## src/sv/asfp_pkg.sv

```systemverilog
// Package of the ASCII sensor frame parser.
// Holds the frame characters, the number limits, the register indexes and the
// control struct between the top level and the number parser. No dependencies.
package asfp_pkg;

  localparam logic [7:0] CHAR_T     = 8'h54;
  localparam logic [7:0] CHAR_H     = 8'h48;
  localparam logic [7:0] CHAR_L     = 8'h4C;
  localparam logic [7:0] CHAR_S     = 8'h53;
  localparam logic [7:0] CHAR_HASH  = 8'h23;
  localparam logic [7:0] CHAR_NUL   = 8'h00;
  localparam logic [7:0] CHAR_ZERO  = 8'h30;
  localparam logic [7:0] CHAR_NINE  = 8'h39;
  localparam logic [7:0] CHAR_PLUS  = 8'h2B;
  localparam logic [7:0] CHAR_MINUS = 8'h2D;
  localparam logic [7:0] CHAR_SPACE = 8'h20;
  localparam logic [7:0] CHAR_TAB   = 8'h09;
  localparam logic [7:0] CHAR_CR    = 8'h0D;

  localparam logic [31:0] MAG_CAP   = 32'h8000_0000;
  localparam logic [31:0] VALUE_MAX = 32'h7FFF_FFFF;

  localparam logic CFG_LIGHT_THR = 1'b0;
  localparam logic CFG_HUMI_THR  = 1'b1;

  localparam logic [15:0] LIGHT_THR_RESET = 16'd2000;
  localparam logic [6:0]  HUMI_THR_RESET  = 7'd70;

  typedef struct packed {
    logic feed;
    logic clear;
  } num_ctrl_t;

endpackage

```

## src/sv/asfp_number.sv

```systemverilog
// Number parser of the ASCII sensor frame parser: whitespace, sign and digits
// of one field, with saturation to the 32-bit signed range.
// Depends on asfp_pkg.
module asfp_number import asfp_pkg::*; #(
  parameter int FIELD_BYTES = 16
) (
  input  logic        clk,
  input  logic        rst,
  input  num_ctrl_t   ctrl,
  input  logic [7:0]  rx_byte,
  output logic [31:0] value,
  output logic        field_ok
);

  localparam int LEN_W = $clog2(FIELD_BYTES + 1);
  localparam logic [LEN_W-1:0] LEN_MAX = LEN_W'(FIELD_BYTES);

  typedef enum logic [1:0] {
    MODE_SKIP,
    MODE_SIGN,
    MODE_DIGITS,
    MODE_DONE
  } mode_t;

  mode_t            mode;
  logic [LEN_W-1:0] field_length;
  logic             negative;
  logic [31:0]      accumulator;

  logic        is_digit;
  logic        is_space;
  logic        is_sign;
  logic [3:0]  digit_offset;
  logic [35:0] scaled;
  logic [31:0] accumulator_next;

  always_comb begin
    is_digit = (rx_byte >= CHAR_ZERO) && (rx_byte <= CHAR_NINE);
    is_space = (rx_byte == CHAR_SPACE) || ((rx_byte >= CHAR_TAB) && (rx_byte <= CHAR_CR));
    is_sign  = (rx_byte == CHAR_PLUS) || (rx_byte == CHAR_MINUS);
    digit_offset = rx_byte[3:0];
    scaled = ({4'b0, accumulator} << 3) + ({4'b0, accumulator} << 1)
           + {32'b0, digit_offset};
    accumulator_next = (scaled > {4'b0, MAG_CAP}) ? MAG_CAP : scaled[31:0];
  end

  always_ff @(posedge clk) begin
    if (rst || ctrl.clear) begin
      mode         <= MODE_SKIP;
      field_length <= '0;
      negative     <= 1'b0;
      accumulator  <= '0;
    end else if (ctrl.feed) begin
      if (field_length < LEN_MAX) begin
        field_length <= field_length + 1'b1;
      end
      if (mode != MODE_DONE) begin
        priority if (is_digit) begin
          accumulator <= accumulator_next;
          mode        <= MODE_DIGITS;
        end else if (mode == MODE_SKIP && is_space) begin
          mode <= MODE_SKIP;
        end else if (mode == MODE_SKIP && is_sign) begin
          negative <= (rx_byte == CHAR_MINUS);
          mode     <= MODE_SIGN;
        end else begin
          mode <= MODE_DONE;
        end
      end
    end
  end

  always_comb begin
    if (negative) begin
      value = (accumulator >= MAG_CAP) ? MAG_CAP : (32'd0 - accumulator);
    end else begin
      value = (accumulator > VALUE_MAX) ? VALUE_MAX : accumulator;
    end
    field_ok = (field_length != '0) && (field_length < LEN_MAX);
  end

endmodule

```

## src/sv/ascii_sensor_frame_parser.sv

```systemverilog
// Top level of the ASCII sensor frame parser: frame framing, field split,
// alarm decision and the result register.
// Depends on asfp_pkg and asfp_number.
//
//   channel   signals                                         direction
//   input     in_valid, in_ready, opcode, rx_byte, fire_detected   in
//   result    out_valid, out_ready, frame_ok, temperature, humidity,
//             light_level, buzzer_status, command_valid, command_byte  out
//   config    cfg_write, cfg_index, cfg_data                   in
//
// One byte is taken per cycle while in_ready is high. A beat is parsed from the
// input register when it advances, and a '#' beat loads the result register as
// it is parsed, so the result is registered behind the input register.
// Reset clears the frame, turns the alarm off and loads the default thresholds.
// While a result waits for out_ready the input register holds and in_ready
// drops once it is full.
module ascii_sensor_frame_parser import asfp_pkg::*; #(
  parameter int FRAME_BYTES = 256,
  parameter int FIELD_BYTES = 16
) (
  input  logic               clk,
  input  logic               rst,
  input  logic               in_valid,
  output logic               in_ready,
  input  logic               opcode,
  input  logic [7:0]         rx_byte,
  input  logic               fire_detected,
  output logic               out_valid,
  input  logic               out_ready,
  output logic               frame_ok,
  output logic signed [31:0] temperature,
  output logic signed [31:0] humidity,
  output logic signed [31:0] light_level,
  output logic signed [31:0] buzzer_status,
  output logic               command_valid,
  output logic               command_byte,
  input  logic               cfg_write,
  input  logic               cfg_index,
  input  logic [15:0]        cfg_data
);

  localparam int CNT_W = $clog2(FRAME_BYTES);
  localparam logic [CNT_W-1:0] FULL_COUNT = CNT_W'(FRAME_BYTES - 1);

  typedef enum logic [1:0] {
    PHASE_TEMP,
    PHASE_HUMI,
    PHASE_LIGHT,
    PHASE_BEEP
  } phase_t;

  logic [15:0] light_thr;
  logic [6:0]  humi_thr;

  logic       s_valid;
  logic       s_opcode;
  logic [7:0] s_byte;
  logic       s_fire;
  logic       advance;

  logic [CNT_W-1:0] byte_count;
  phase_t           phase;
  logic             frame_error;
  logic [31:0]      cap_temp;
  logic [31:0]      cap_humi;
  logic [31:0]      cap_light;
  logic             alarm;

  num_ctrl_t   num_ctrl;
  logic [31:0] num_value;
  logic        num_field_ok;

  logic             drop;
  logic             is_end;
  logic             is_sep;
  logic             is_bad_sep;
  logic             first_byte;
  logic             frame_good;
  logic             want;
  logic [CNT_W-1:0] byte_count_next;
  phase_t           phase_next;
  logic             frame_error_next;
  logic             alarm_next;

  asfp_number #(
    .FIELD_BYTES(FIELD_BYTES)
  ) u_number (
    .clk      (clk),
    .rst      (rst),
    .ctrl     (num_ctrl),
    .rx_byte  (s_byte),
    .value    (num_value),
    .field_ok (num_field_ok)
  );

  assign advance  = s_valid && (!out_valid || out_ready);
  assign in_ready = !s_valid || advance;

  always_ff @(posedge clk) begin
    if (rst) begin
      light_thr <= LIGHT_THR_RESET;
      humi_thr  <= HUMI_THR_RESET;
    end else if (cfg_write) begin
      unique case (cfg_index)
        CFG_LIGHT_THR: light_thr <= cfg_data;
        CFG_HUMI_THR:  humi_thr  <= cfg_data[6:0];
        default:       light_thr <= light_thr;
      endcase
    end
  end

  always_ff @(posedge clk) begin
    if (rst) begin
      s_valid <= 1'b0;
    end else if (in_valid && in_ready) begin
      s_valid <= 1'b1;
    end else if (advance) begin
      s_valid <= 1'b0;
    end
    if (in_valid && in_ready) begin
      s_opcode <= opcode;
      s_byte   <= rx_byte;
      s_fire   <= fire_detected;
    end
  end

  always_comb begin
    drop       = s_opcode || (byte_count >= FULL_COUNT);
    first_byte = (byte_count == '0);
    is_end     = !drop && (s_byte == CHAR_HASH);
    is_sep     = ((phase == PHASE_TEMP) && (s_byte == CHAR_H))
              || ((phase == PHASE_HUMI) && (s_byte == CHAR_L))
              || ((phase == PHASE_LIGHT) && (s_byte == CHAR_S));
    is_bad_sep = ((phase == PHASE_TEMP) && ((s_byte == CHAR_L) || (s_byte == CHAR_S)))
              || ((phase == PHASE_HUMI) && (s_byte == CHAR_S));
    frame_good = !frame_error && !first_byte && (phase == PHASE_BEEP) && num_field_ok;
    want = s_fire
        || (!cap_light[31] && (cap_light > {16'b0, light_thr}))
        || (!cap_humi[31] && (cap_humi > {25'b0, humi_thr}));

    byte_count_next  = byte_count + 1'b1;
    phase_next       = phase;
    frame_error_next = frame_error;
    alarm_next       = alarm;
    num_ctrl         = '{feed: 1'b0, clear: 1'b0};

    priority if (drop || is_end) begin
      byte_count_next  = '0;
      phase_next       = PHASE_TEMP;
      frame_error_next = 1'b0;
      num_ctrl.clear   = 1'b1;
      if (is_end && frame_good) begin
        alarm_next = want;
      end
    end else if (s_byte == CHAR_NUL) begin
      frame_error_next = 1'b1;
    end else if (first_byte) begin
      if (s_byte != CHAR_T) begin
        frame_error_next = 1'b1;
      end
    end else if (is_sep) begin
      if (!num_field_ok) begin
        frame_error_next = 1'b1;
      end
      phase_next     = phase_t'(phase + 2'd1);
      num_ctrl.clear = 1'b1;
    end else if (is_bad_sep) begin
      frame_error_next = 1'b1;
    end else begin
      num_ctrl.feed = 1'b1;
    end

    if (!advance) begin
      num_ctrl = '{feed: 1'b0, clear: 1'b0};
    end
  end

  always_ff @(posedge clk) begin
    if (rst) begin
      byte_count  <= '0;
      phase       <= PHASE_TEMP;
      frame_error <= 1'b0;
      alarm       <= 1'b0;
    end else if (advance) begin
      byte_count  <= byte_count_next;
      phase       <= phase_next;
      frame_error <= frame_error_next;
      alarm       <= alarm_next;
    end
    if (advance && !drop && !is_end && (s_byte != CHAR_NUL) && !first_byte && is_sep) begin
      unique case (phase)
        PHASE_TEMP:  cap_temp  <= num_value;
        PHASE_HUMI:  cap_humi  <= num_value;
        PHASE_LIGHT: cap_light <= num_value;
        default:     cap_light <= cap_light;
      endcase
    end
  end

  always_ff @(posedge clk) begin
    if (rst) begin
      out_valid <= 1'b0;
    end else if (advance && is_end) begin
      out_valid <= 1'b1;
    end else if (out_ready) begin
      out_valid <= 1'b0;
    end
    if (advance && is_end) begin
      frame_ok      <= frame_good;
      temperature   <= frame_good ? cap_temp : 32'd0;
      humidity      <= frame_good ? cap_humi : 32'd0;
      light_level   <= frame_good ? cap_light : 32'd0;
      buzzer_status <= frame_good ? num_value : 32'd0;
      command_valid <= frame_good && (want != alarm);
      command_byte  <= frame_good && (want != alarm) && want;
    end
  end

endmodule
```

## config.mk

```make
export PLATFORM = sky130hd
export DESIGN_NAME = ascii_sensor_frame_parser
export DESIGN_NICKNAME = d
export VERILOG_FILES = /design/src/sv/asfp_pkg.sv /design/src/sv/asfp_number.sv /design/src/sv/ascii_sensor_frame_parser.sv
export SDC_FILE = /design/constraint.sdc
export NUM_CORES = 1
export LEC_CHECK = 0
export BUFFER_PORTS_ARGS = -buffer_cell sky130_fd_sc_hd__buf_4
export CAP_MARGIN = 20
export CORE_ASPECT_RATIO = 0.7
export CORE_UTILIZATION = 40
export CTS_BUF_LIST = sky130_fd_sc_hd__clkbuf_4 sky130_fd_sc_hd__clkbuf_8 sky130_fd_sc_hd__clkbuf_16
export DETAILED_ROUTE_END_ITERATION = 10
export GPL_ROUTABILITY_DRIVEN = 0
export SYNTH_ARGS = -nofsm -noshare
export SYNTH_HDL_FRONTEND = slang
export SYNTH_SLANG_ARGS = --single-unit
```

## constraint.sdc

```tcl
create_clock -name clk -period 17.37 [get_ports clk]
set_input_delay 4.3425 -clock clk [delete_from_list [all_inputs] [get_ports clk]]
set_output_delay 4.3425 -clock clk [all_outputs]
set_load 0.03 [all_outputs]
```

==> impl_metrics.py <==
metrics = {
    "outcome": {
        "status": "finished clean",
    },
    "floorplan": {
        "start_util_pct": 40.9,
        "die-area_um2": 39100,
        "core_um2": 37400,
        "io_pins": 165,
        "die_h_um": 166,
        "die_x_um": 236,
        "rows": 59,
    },
    "timing": {
        "setup_ws_ns": 8.10,
        "finalMaxSlewViolations": 0,
        "rsz0062_at_grt": "false",
        "period_minus_slack_ns": 9.27,
        "final.setup.tns_ns": 0,
        "hold_violations": 0,
        "hold_ws_ns": 0.457,
        "worst_slew_pin_slew_ns": 1.03,
        "fin_skew_ns": 0.0145,
        "clock.fmax_ghz": 0.108,
        "setup_viol": 0,
        "post-route-period-util_pct": 53.3,
        "worst_slew_margin_rel_pct": 31.0,
    },
    "placement": {
        "placed_area_um2": 17000,
        "dpl_worst_slack_ns": 8.11,
        "dp_hpwl_um": 26500,
        "io_buffers": 164,
    },
    "synth": {
        "synth_seq_cells": 314,
        "synth_area_um2": 15300,
        "ys_warn_count": 0,
        "synthArstFlopShare_pct": 0,
        "synth_top_area_cell": "edfxtp_1",
        "synth_top_cells_by_area": "edfxtp_1 (46%), dfxtp_1 (10%), ha_1 (7.8%)",
        "yosysMostFrequentCell": "edfxtp_1",
        "netlist_top_cells_count": "edfxtp_1 (237), and2_1 (129), nor2_1 (115), nand2_1 (107), ha_1 (95)",
        "postSynthAreaPerCell_um2": 11.3,
        "syn_nets": 1489,
        "synthFlopType": "edfxtp_1",
        "ys_types": 66,
        "ys_seq_area_share_pct": 56.5,
        "synth_cells": 1360,
        "synth_top_cell_area_share_pct": 46.5,
        "synth-edff-count": 237,
    },
    "routing": {
        "viasPerCell": 5.34,
        "drc": 0,
        "drtPass1Iterations": 5,
        "ant_nets": 0,
        "wl_per_cell_um": 17.9,
        "drt_iter0_drc": 744,
        "vias": 10800,
        "totalWireLength_um": 36100,
    },
    "layout": {
        "final_cell_area_um2": 18100,
        "nFillCells": 3389,
        "syn2layout_area_growth_pct": 17.8,
        "final_core_util_pct": 48.2,
        "drive_gt1_share_pct": 17.0,
        "antenna_cells": 0,
        "nets": 1639,
    },
    "clock_network": {
        "cts.path.max_buffers": 3,
        "cts.sinks": 314,
        "clkLatencyLatePin_ns": 0.52,
        "numCtsBuffers": 34,
        "clk_pin_slew_ns": 0.06,
        "holdBufCountCts": 0,
        "cts_setup_buffers": 0,
        "clockRootBuffer": "clkbuf_16",
        "htreeDepth": 2,
        "cts_tree": "built",
        "ctsResizeCount": 0,
    },
    "worst_setup_path": {
        "end_kind": "primary output",
        "critPathLaunch": "out_ready",
        "cp-start-kind": "input port",
        "critPathMaxFanout": 3,
        "cp.arrival_ns": 4.92,
        "worstPathRequired_ns": 13.03,
        "r2r-start": "u_number.accumulator[2]",
        "critPathKind": "input port to primary output",
    },
    "hold_path": {
        "hold_class": "register to register",
        "min_from": "light_thr[12]",
    },
    "grt": {
        "antenna_found_initial": 1,
        "grt_start_max_net_pins": 80,
        "track_usage_pct": 18.2,
        "gr-total-overflow": 0,
        "grt_pass1_vias": 10000,
        "grt_pass1_wl_um": 56000,
    },
    "pwr": {
        "power_density_nw_per_um2": 83.6,
        "power.leakage_nw": 7.73,
        "ir_worst_vdd_v": 0.0000538,
    },
    "run": {
        "maxCapViolCount": 0,
    },
}
## sequential cells by signal, summed over array words and instances (netlist names), 8 cells and up
signal / cells
temperature: 32
buzzer_status: 32
cap_humi: 32
cap_temp: 32
byte_count: 8
u_number.accumulator: 32
humidity: 32
cap_light: 32
light_level: 32
s_byte: 8
light_thr: 16
## cell type report
class	instances	area (um^2)	area share [%]
Sequential cell	314	8660	48.0
Inverter	50	188	1.04
Multi-Input combinational cell	934	6220	34.4
Clock inverter	17	130	0.721
Tap cell	488	611	3.38
Clock buffer	43	918	5.09
Timing Repair Buffer	176	1330	7.35
## per-stage QoR
step                power [mW]  cells
floorplan                0.843   1360
global placement         0.856   1960
detailed placement       0.856   1960
CTS                       1.52   2020
global route              1.56   2022
finish                    1.51   2022
## worst paths after layout
kind / endpoint / slack (ns) / depth (start not counted)
worst min register to register: light_thr[12] / 0.46 / 2
worst min-delay path: light_thr[12] / 0.46 / 2
worst max register to register: u_number.accumulator[25] / 13.02 / 14
worst max-delay path: in_ready / 8.10 / 4
## metal layers
layer | track usage (%) | wire length [um] | up-vias
li1 | - | - | 5269
met1 | 28.4 | 18500 | 5191
met2 | 26.2 | 15100 | 299
met3 | 3.04 | 2040 | 39
met4 | 4.09 | 490 | 0
met5 | 0 | 0 | -
## kinds of logic after synthesis
kind of cell             count (synthesis)  share of synthesized area, %
buffers and inverters                  112                          2.95
AND/OR/NAND/NOR                        521                          18.4
AO/OA/AOI/OAI                          267                          11.3
XOR/XNOR                                38                          2.17
multiplexers                            11                         0.719
flip-flops                             314                          56.5
adder cells (fa/ha/maj)                 97                          8.02
## cells in the final DEF, fill, tap and decap left out, types with 5 or more instances in the layout
cell         n
clkinv_2     7
nand2b_1    11
a21o_1      17
nor3b_1      8
a211oi_1     9
nor2_1     114
a31oi_1     17
clkinv_1     5
nor4_1      14
dfxtp_1     75
edfxtp_1   237
xor2_1      21
o21ai_0     36
a32o_1      14
xnor2_1     17
nand3_1     24
and2_1     129
nand4_1     29
inv_1       49
o22ai_1     19
o21a_1      15
clkbuf_16   34
or4_1        5
and4_1       6
or2_2        8
ha_1        95
nand2_1    107
a22o_1       9
o211ai_1    15
nor3_1      12
a21oi_1     90
mux2i_1     11
nor2b_1     24
buf_4      174
clkbuf_4     9
## power breakdown
group | switching [mW] | leakage [nW] | internal [mW]
logic | 0.0192 | 4.00 | 0.0140
registers | 0.00536 | 3.21 | 0.803
clock network | 0.287 | 0.525 | 0.380
total | 0.312 | 7.73 | 1.20
## critical path, cell delays in order
cell     delay (ns)
buf_4          0.11
nor2b_1        0.19
nand2_1        0.10
buf_4          0.18
Note: power is estimated with default switching activity, not from simulation.
